[src/rtl/sfj_pkg.sv]
`timescale 1ns / 1ps
package sfj_pkg;

    localparam int FRAME_BYTES  = 25;
    localparam int FOOTER_POS   = FRAME_BYTES - 1;
    localparam int FLAG_POS     = 23;
    localparam int CH_COUNT     = 16;
    localparam int CH_WIDTH     = 11;
    localparam int CH_BITS      = CH_COUNT * CH_WIDTH;
    localparam int NUM_RESULTS  = 16;
    localparam int AXIS_SLOTS   = 10;
    localparam int GEAR_RESULT  = 10;
    localparam int CENTER       = 1000;
    localparam int SPAN         = 720;
    localparam int LOST_BIT     = 2;
    localparam int FAILSAFE_BIT = 3;

    localparam logic [10:0] GEAR_LIM1 = 11'd440;
    localparam logic [10:0] GEAR_LIM2 = 11'd760;
    localparam logic [10:0] GEAR_LIM3 = 11'd1000;
    localparam logic [10:0] GEAR_LIM4 = 11'd1200;
    localparam logic [10:0] GEAR_LIM5 = 11'd1520;

    typedef enum logic [1:0] {
        CFG_HEADER = 2'd0,
        CFG_ALT    = 2'd1,
        CFG_FOOTER = 2'd2
    } cfg_index_t;

    typedef struct packed {
        logic               lost;
        logic               failsafe;
        logic [CH_BITS-1:0] ch;
    } frame_t;

    function automatic logic [3:0] axis_channel(input logic [3:0] slot);
        logic [3:0] ch;
        case (slot)
            4'd0:    ch = 4'd1;
            4'd1:    ch = 4'd0;
            4'd2:    ch = 4'd2;
            4'd3:    ch = 4'd3;
            4'd4:    ch = 4'd5;
            4'd5:    ch = 4'd6;
            4'd6:    ch = 4'd7;
            4'd7:    ch = 4'd8;
            4'd8:    ch = 4'd9;
            4'd9:    ch = 4'd10;
            default: ch = 4'd0;
        endcase
        return ch;
    endfunction

endpackage

[src/rtl/sbus_frame_to_joystick.sv]
`timescale 1ns / 1ps
// Channel  Direction  Beat contents
// s_*      in         tdata[7:0] rx_byte
// m_*      out        tuser is_button; tdata slot, value, link_lost, failsafe; tlast last
// cfg_*    in         cfg_index register, cfg_data value
//
// One byte is taken per cycle while the frame buffer is filling and the queue is not full.
// A footer mismatch stalls input while the buffer shifts to a header.
// Each result passes through the prep, multiply and correct steps of the shared axis unit; a
// frame gives 16 results, subject to output stalls; a two-frame queue lets input run.
// Reset clears the fill count, queue, and output valid; the frame buffer needs no clearing.
module sbus_frame_to_joystick
    import sfj_pkg::*;
#(
    parameter int AXIS_FRAC_BITS = 14
)
(
    input  logic        clk,
    input  logic        rst_n,
    input  logic        s_tvalid,
    output logic        s_tready,
    input  logic [7:0]  s_tdata,   // [7:0] rx_byte
    output logic        m_tvalid,
    input  logic        m_tready,
    output logic [23:0] m_tdata,   // [3:0] slot, [19:4] value, [20] link_lost, [21] failsafe
    output logic        m_tuser,   // [0] is_button
    output logic        m_tlast,
    input  logic        cfg_valid,
    output logic        cfg_ready,
    input  logic [1:0]  cfg_index,
    input  logic [7:0]  cfg_data
);

    logic   q_full, push, pop, head_valid;
    frame_t push_frame, head;

    sfj_front u_front (
        .clk        (clk),
        .rst_n      (rst_n),
        .s_tvalid   (s_tvalid),
        .s_tready   (s_tready),
        .s_tdata    (s_tdata),
        .cfg_valid  (cfg_valid),
        .cfg_ready  (cfg_ready),
        .cfg_index  (cfg_index),
        .cfg_data   (cfg_data),
        .q_full     (q_full),
        .push       (push),
        .push_frame (push_frame)
    );

    sfj_fifo u_fifo (
        .clk        (clk),
        .rst_n      (rst_n),
        .push       (push),
        .push_frame (push_frame),
        .full       (q_full),
        .pop        (pop),
        .head_valid (head_valid),
        .head       (head)
    );

    sfj_back #(
        .AXIS_FRAC_BITS (AXIS_FRAC_BITS)
    ) u_back (
        .clk        (clk),
        .rst_n      (rst_n),
        .head_valid (head_valid),
        .head       (head),
        .pop        (pop),
        .m_tvalid   (m_tvalid),
        .m_tready   (m_tready),
        .m_tdata    (m_tdata),
        .m_tuser    (m_tuser),
        .m_tlast    (m_tlast)
    );

endmodule

[src/rtl/sfj_front.sv]
`timescale 1ns / 1ps
module sfj_front
    import sfj_pkg::*;
(
    input  logic       clk,
    input  logic       rst_n,
    input  logic       s_tvalid,
    output logic       s_tready,
    input  logic [7:0] s_tdata,
    input  logic       cfg_valid,
    output logic       cfg_ready,
    input  logic [1:0] cfg_index,
    input  logic [7:0] cfg_data,
    input  logic       q_full,
    output logic       push,
    output frame_t     push_frame
);

    typedef enum logic {F_RUN, F_SHIFT} fstate_t;

    fstate_t     state_reg, state_next;
    logic [4:0]  count_reg, count_next;
    logic [7:0]  hdr_reg, alt_reg, foot_reg;
    logic [7:0]  buf_reg  [FRAME_BYTES];
    logic [7:0]  buf_next [FRAME_BYTES];
    logic        accept;
    logic        in_hdr, shift_hdr;

    assign cfg_ready = 1'b1;
    assign s_tready  = (state_reg == F_RUN) && !q_full;
    assign accept    = s_tvalid && s_tready;
    assign in_hdr    = (s_tdata == hdr_reg) || (s_tdata == alt_reg);
    assign shift_hdr = (buf_reg[1] == hdr_reg) || (buf_reg[1] == alt_reg);

    always_comb
    begin
        for (int j = 0; j < CH_BITS / 8; j++)
        begin
            push_frame.ch[j*8 +: 8] = buf_reg[j+1];
        end
        push_frame.lost     = buf_reg[FLAG_POS][LOST_BIT];
        push_frame.failsafe = buf_reg[FLAG_POS][FAILSAFE_BIT];
    end

    always_comb
    begin
        state_next = state_reg;
        count_next = count_reg;
        buf_next   = buf_reg;
        push       = 1'b0;
        unique case (state_reg)
            F_RUN:
            begin
                if (accept && (count_reg != 5'd0 || in_hdr))
                begin
                    if (count_reg == 5'(FOOTER_POS))
                    begin
                        if (s_tdata == foot_reg)
                        begin
                            push       = 1'b1;
                            count_next = 5'd0;
                        end
                        else
                        begin
                            buf_next[FOOTER_POS] = s_tdata;
                            count_next           = 5'(FRAME_BYTES);
                            state_next           = F_SHIFT;
                        end
                    end
                    else
                    begin
                        buf_next[count_reg] = s_tdata;
                        count_next          = count_reg + 5'd1;
                    end
                end
            end
            F_SHIFT:
            begin
                for (int j = 0; j < FRAME_BYTES - 1; j++)
                begin
                    buf_next[j] = buf_reg[j+1];
                end
                count_next = count_reg - 5'd1;
                if (count_reg == 5'd1 || shift_hdr)
                begin
                    state_next = F_RUN;
                end
            end
            default:
            begin
                state_next = F_RUN;
            end
        endcase
    end

    always_ff @(posedge clk or negedge rst_n)
    begin
        if (!rst_n)
        begin
            state_reg <= F_RUN;
            count_reg <= 5'd0;
            hdr_reg   <= 8'h0F;
            alt_reg   <= 8'hF0;
            foot_reg  <= 8'h00;
        end
        else
        begin
            state_reg <= state_next;
            count_reg <= count_next;
            if (cfg_valid && cfg_ready)
            begin
                case (cfg_index)
                    CFG_HEADER: hdr_reg  <= cfg_data;
                    CFG_ALT:    alt_reg  <= cfg_data;
                    CFG_FOOTER: foot_reg <= cfg_data;
                    default:    ;
                endcase
            end
        end
    end

    always_ff @(posedge clk)
    begin
        buf_reg <= buf_next;
    end

endmodule

[src/rtl/sfj_fifo.sv]
`timescale 1ns / 1ps
module sfj_fifo
    import sfj_pkg::*;
(
    input  logic   clk,
    input  logic   rst_n,
    input  logic   push,
    input  frame_t push_frame,
    output logic   full,
    input  logic   pop,
    output logic   head_valid,
    output frame_t head
);

    frame_t     mem_reg [2];
    logic       wr_reg, rd_reg;
    logic [1:0] cnt_reg;

    assign full       = (cnt_reg == 2'd2);
    assign head_valid = (cnt_reg != 2'd0);
    assign head       = mem_reg[rd_reg];

    always_ff @(posedge clk or negedge rst_n)
    begin
        if (!rst_n)
        begin
            wr_reg  <= 1'b0;
            rd_reg  <= 1'b0;
            cnt_reg <= 2'd0;
        end
        else
        begin
            if (push)
            begin
                wr_reg <= ~wr_reg;
            end
            if (pop)
            begin
                rd_reg <= ~rd_reg;
            end
            cnt_reg <= cnt_reg + {1'b0, push} - {1'b0, pop};
        end
    end

    always_ff @(posedge clk)
    begin
        if (push)
        begin
            mem_reg[wr_reg] <= push_frame;
        end
    end

endmodule

[src/rtl/sfj_back.sv]
`timescale 1ns / 1ps
module sfj_back
    import sfj_pkg::*;
#(
    parameter int AXIS_FRAC_BITS = 14
)
(
    input  logic        clk,
    input  logic        rst_n,
    input  logic        head_valid,
    input  frame_t      head,
    output logic        pop,
    output logic        m_tvalid,
    input  logic        m_tready,
    output logic [23:0] m_tdata,
    output logic        m_tuser,
    output logic        m_tlast
);

    localparam longint unsigned RECIP = (64'd1 << (16 + AXIS_FRAC_BITS)) / 64'(SPAN);
    localparam int CW  = $clog2(RECIP + 1);
    localparam int PW  = 11 + CW;
    localparam int QW  = AXIS_FRAC_BITS + 1;
    localparam int NW  = 11 + AXIS_FRAC_BITS;
    localparam logic [QW-1:0] ONE = QW'(1) << AXIS_FRAC_BITS;

    typedef enum logic [1:0] {B_IDLE, B_PREP, B_MUL, B_FIN} bstate_t;

    bstate_t         state_reg;
    logic [3:0]      idx_reg;
    logic [10:0]     x_reg;
    logic            neg_reg;
    logic            btn_reg;
    logic [2:0]      bval_reg;
    logic [3:0]      slot_reg;
    logic [QW-1:0]   q0_reg;
    logic [23:0]     data_reg;
    logic            user_reg, last_reg, valid_reg;

    logic [3:0]      ch_sel;
    logic [10:0]     raw;
    logic signed [11:0] d;
    logic [2:0]      gear;
    logic [PW-1:0]   prod;
    logic [NW-1:0]   rem;
    logic [QW-1:0]   mag;
    logic [16:0]     mag_ext;
    logic [15:0]     axis_val;
    logic [15:0]     out_val;
    logic            out_free;

    assign ch_sel = (idx_reg < 4'(AXIS_SLOTS)) ? axis_channel(idx_reg) :
                    (idx_reg == 4'(GEAR_RESULT)) ? 4'd4 : idx_reg;
    assign raw    = head.ch[ch_sel*CH_WIDTH +: CH_WIDTH];
    assign d      = $signed({1'b0, raw}) - 12'sd1000;

    always_comb
    begin
        if (raw < GEAR_LIM1)      gear = 3'd1;
        else if (raw < GEAR_LIM2) gear = 3'd2;
        else if (raw < GEAR_LIM3) gear = 3'd3;
        else if (raw < GEAR_LIM4) gear = 3'd4;
        else if (raw < GEAR_LIM5) gear = 3'd5;
        else                      gear = 3'd6;
    end

    assign prod = PW'(x_reg) * PW'(CW'(RECIP));
    assign rem  = {x_reg, {AXIS_FRAC_BITS{1'b0}}} - NW'(q0_reg) * NW'(SPAN);

    always_comb
    begin
        if (x_reg >= 11'(SPAN))
            mag = ONE;
        else if (rem >= NW'(SPAN))
            mag = q0_reg + QW'(1);
        else
            mag = q0_reg;
        mag_ext = 17'(mag);
        if (neg_reg)
            axis_val = 16'(17'd0 - mag_ext);
        else if (mag_ext > 17'd32767)
            axis_val = 16'd32767;
        else
            axis_val = mag_ext[15:0];
        out_val = btn_reg ? {13'd0, bval_reg} : axis_val;
    end

    assign out_free = !valid_reg || m_tready;
    assign pop      = (state_reg == B_FIN) && out_free && (idx_reg == 4'(NUM_RESULTS - 1));
    assign m_tvalid = valid_reg;
    assign m_tdata  = data_reg;
    assign m_tuser  = user_reg;
    assign m_tlast  = last_reg;

    always_ff @(posedge clk or negedge rst_n)
    begin
        if (!rst_n)
        begin
            state_reg <= B_IDLE;
            idx_reg   <= 4'd0;
            valid_reg <= 1'b0;
        end
        else
        begin
            if (state_reg == B_FIN && out_free)
            begin
                valid_reg <= 1'b1;
            end
            else if (m_tready)
            begin
                valid_reg <= 1'b0;
            end
            unique case (state_reg)
                B_IDLE:
                begin
                    idx_reg <= 4'd0;
                    if (head_valid)
                    begin
                        state_reg <= B_PREP;
                    end
                end
                B_PREP:  state_reg <= B_MUL;
                B_MUL:   state_reg <= B_FIN;
                B_FIN:
                begin
                    if (out_free)
                    begin
                        if (idx_reg == 4'(NUM_RESULTS - 1))
                        begin
                            state_reg <= B_IDLE;
                        end
                        else
                        begin
                            idx_reg   <= idx_reg + 4'd1;
                            state_reg <= B_PREP;
                        end
                    end
                end
                default: state_reg <= B_IDLE;
            endcase
        end
    end

    always_ff @(posedge clk)
    begin
        if (state_reg == B_PREP)
        begin
            x_reg    <= d[11] ? 11'(-d) : d[10:0];
            neg_reg  <= d[11] ^ (idx_reg == 4'd0);
            btn_reg  <= (idx_reg >= 4'(AXIS_SLOTS));
            bval_reg <= (idx_reg == 4'(GEAR_RESULT)) ? gear :
                        {2'b00, raw > 11'(CENTER)};
            slot_reg <= (idx_reg < 4'(AXIS_SLOTS)) ? idx_reg : idx_reg - 4'(GEAR_RESULT);
        end
        if (state_reg == B_MUL)
        begin
            q0_reg <= prod[16 +: QW];
        end
        if (state_reg == B_FIN && out_free)
        begin
            data_reg <= {2'b00, head.failsafe, head.lost, out_val, slot_reg};
            user_reg <= btn_reg;
            last_reg <= (idx_reg == 4'(NUM_RESULTS - 1));
        end
    end

endmodule

[config.mk]
export PLATFORM = sky130hd
export DESIGN_NAME = sbus_frame_to_joystick
export DESIGN_NICKNAME = d
export VERILOG_FILES = /design/src/rtl/sfj_pkg.sv /design/src/rtl/sbus_frame_to_joystick.sv /design/src/rtl/sfj_front.sv /design/src/rtl/sfj_fifo.sv /design/src/rtl/sfj_back.sv
export SDC_FILE = /design/constraint.sdc
export NUM_CORES = 1
export LEC_CHECK = 0
export BUFFER_PORTS_ARGS = -buffer_cell sky130_fd_sc_hd__buf_2
export CORE_UTILIZATION = 45
export DETAILED_ROUTE_END_ITERATION = 6
export PLACE_DENSITY = 0.64
export SKIP_LAST_GASP = 1
export SYNTH_ARGS = -nofsm -noshare
export SYNTH_HDL_FRONTEND = slang
export SYNTH_SLANG_ARGS = --single-unit
export TNS_END_PERCENT = 5
[constraint.sdc]
create_clock -name clk -period 11.45 [get_ports clk]
set_input_delay 3.435 -clock clk [delete_from_list [all_inputs] [get_ports clk]]
set_output_delay 3.435 -clock clk [all_outputs]
set_load 0.01 [all_outputs]
==> results.sh <==
export IMPL_gp_congestion=0.864
export IMPL_ys_ff_latch=648
export IMPL_min_period_ps=9340
export IMPL_max_slew_margin=0.297
export IMPL_start_util=0.455
export IMPL_grt_max_degree=169
export IMPL_crit_type="flop to flop"
export IMPL_fmax_mhz=107
export IMPL_clk_path_buf_depth=3
export IMPL_synth_edf_count=607
export IMPL_die_x_um=273
export IMPL_ys_types=91
export IMPL_grt_overflow=0
export IMPL_die_h_um=273
export IMPL_ant_nets=0
export IMPL_dp_worst_setup_slack_ps=2240
export IMPL_cts_made_buffers=69
export IMPL_min_path_type="flop to flop"
export IMPL_yosysSeqAreaShare=0.581
export IMPL_syn_instance_count=2346
export IMPL_finClkSkew_ps=25.4
export IMPL_worstMarginPinSlew_ps=1050
export IMPL_worstRegToRegCells=36
export IMPL_stdcell_count=3389
export IMPL_cp_required_ps=11810
export IMPL_slew_violations=0
export IMPL_grt_pass1_wl_mm=123
export IMPL_hold_start="u_back.slot_reg[1]$_DFFE_PN_"
export IMPL_wl_met1_mm=33.7
export IMPL_setup_viol_count_final=0
export IMPL_cts_hold_fix_buffers=0
export IMPL_synthFlopType="edfxtp_1"
export IMPL_avgSynthCellArea_sq_um=14.1
export IMPL_first_pass_iters=5
export IMPL_areaGrowthSynthToFinish_pct=10.8
export IMPL_whs_path_depth=0
export IMPL_max_stage_delay_ps=730
export IMPL_cp_max_fo=17
export IMPL_finalWirelength_mm=80.5
export IMPL_wire_per_inst_um=23.8
export IMPL_r2r_end="u_back.m_tdata[18]$_SDFFCE_PP0P_"
export IMPL_drtIter0Drc=1623
export IMPL_highest_layer="met4"
export IMPL_cts_htree_levels=3
export IMPL_wl_met3_mm=3.26
export IMPL_crit_start="u_back.q0_reg[3]$_DFFE_PN_"
export IMPL_netlist_area_leader_share=0.550
export IMPL_rr_startpoint="u_back.q0_reg[3]$_DFFE_PN_"
export IMPL_hold_end="u_back.m_tdata[1]$_DFFE_PP_"
export IMPL_cts_sinks=648
export IMPL_nets=2612
export IMPL_worstSetupEndpointType="flop"
export IMPL_status="complete, no violations"
export IMPL_hold_viol_final=0
export IMPL_core_area_sq_um=73000
export IMPL_synth_area_leaders="edfxtp_1 (55%), ha_1 (6.0%), a22o_1 (4.9%)"
export IMPL_cts_setup_buffers=0
export IMPL_crit_slowest_cell="edfxtp_1"
export IMPL_antenna_found_initial=0
export IMPL_dp_cells=3266
export IMPL_yosysWarnings=0
export IMPL_die_area_sq_um=74800
export IMPL_clkTransAtPathRegs_ps=60
export IMPL_grt_usage=0.217
export IMPL_first_global_vias=20200
export IMPL_port_buffers=48
export IMPL_cts_root_buffer="clkbuf_16"
export IMPL_drc=0
export IMPL_wl_met2_mm=41.5
export IMPL_cp_start_kind="flop"
export IMPL_routed_via_density=5.85
export IMPL_rsz0062_at_grt="no"
export IMPL_yosysTopAreaCell="edfxtp_1"
export IMPL_hpwl_mm=56.5
export IMPL_clock_latency_ps=630
export IMPL_async_flop_share=0.0633
export IMPL_setup_ws_ps=2110
export IMPL_yosysMostFrequentCell="edfxtp_1"
export IMPL_cts_tree="done"
export IMPL_largest_register_ffs=356
export IMPL_num_vias=19800
export IMPL_cts_resized=0
export IMPL_cpMostUsedCell="a21oi_1"
export IMPL_rows=99
export IMPL_drv_cap=0
export IMPL_fin_crit_sh=0.816
export IMPL_yosys_top_cells_count="edfxtp_1 (607), a22o_1 (184), inv_1 (176), ha_1 (160), mux2i_1 (154)"
export IMPL_antennaDiodeCount=0
export IMPL_r2r_slack_ps=2110
export IMPL_arrival_ps=9700
export IMPL_drive_above_1_share=0.134
export IMPL_ios=52
export IMPL_synth_area_sq_um=33200
## cell usage in the layout, fill, tap and decap left out, types with 17 or more instances in the layout
| master | count |
|---|---|
| fa_1 | 51 |
| nand4_1 | 17 |
| o21ai_0 | 57 |
| inv_1 | 176 |
| nand2_1 | 71 |
| a21o_1 | 23 |
| clkbuf_16 | 70 |
| nand3_1 | 24 |
| mux2_2 | 43 |
| xor2_1 | 44 |
| nor2_1 | 101 |
| dfrtp_1 | 31 |
| mux4_2 | 60 |
| ha_1 | 160 |
| xnor2_1 | 72 |
| a21oi_1 | 99 |
| nor3_1 | 21 |
| a22o_1 | 184 |
| buf_4 | 23 |
| nand2b_1 | 20 |
| edfxtp_1 | 607 |
| and2_1 | 30 |
| buf_2 | 48 |
| mux2i_1 | 154 |
## worst max-delay path: cells and delay by family (launching register included)
family / cells / cell delay (ps)
compound gates: 18 / 3080
simple gates: 7 / 2330
fa+ha+maj: 6 / 2220
flops: 1 / 730
mux: 1 / 340
xor+xnor: 2 / 280
buf+inv: 2 / 90
## layer usage
| layer | vias up | global-route usage |
|---|---|---|
| met5 | - | 0 |
| li1 | 8973 | - |
| met2 | 550 | 0.382 |
| met1 | 10200 | 0.281 |
| met4 | 0 | 0.0623 |
| met3 | 111 | 0.0259 |
## worst max-delay path by stage
stage,endpoint,slack [ps],depth (start not counted)
2_1_floorplan,u_fifo.mem_reg[0][0]$_DFFE_PP_,-1370,8
3_3_place_gp,u_back.m_tdata[18]$_SDFFCE_PP0P_,2530,36
3_5_place_dp,u_back.m_tdata[18]$_SDFFCE_PP0P_,2240,36
4_1_cts,u_back.m_tdata[18]$_SDFFCE_PP0P_,2220,36
5_1_grt,u_back.m_tdata[18]$_SDFFCE_PP0P_,1450,36
6_report,u_back.m_tdata[18]$_SDFFCE_PP0P_,2110,36
## cell families (layout without fill, tap and decap cells)
family / after synthesis / after routing / share of synthesized area
flops: 648 / 648 / 0.581
compound gates: 468 / 468 / 0.106
simple gates: 352 / 352 / 0.0535
buf+inv: 289 / 372 / 0.0347
mux: 258 / 258 / 0.102
fa+ha+maj: 211 / 211 / 0.0911
xor+xnor: 118 / 118 / 0.0316
other cells: 2 / 3 / 0.000226
## final cells by class
type	instances	area, sq um
Clock buffer	78	1810
Clock inverter	45	531
Fill cell	6080	36200
Inverter	176	661
Multi-Input combinational cell	1410	12800
Sequential cell	648	19300
Tap cell	959	1200
Timing Repair Buffer	73	453
## through the flow
stage	util	setup TNS [ps]	hold slack, ps	cell area [sq um]
after CTS	0.504	0	419	36700
after global routing	0.504	0	425	36700
after floorplan	-	-487180	400	33200
after detailed placement	0.471	0	405	34400
after global placement	0.471	0	405	34400
final	0.504	0	419	36700
Power is not shown: default switching activity piles up to over one toggle a cycle in this logic, so the estimate is an artifact.
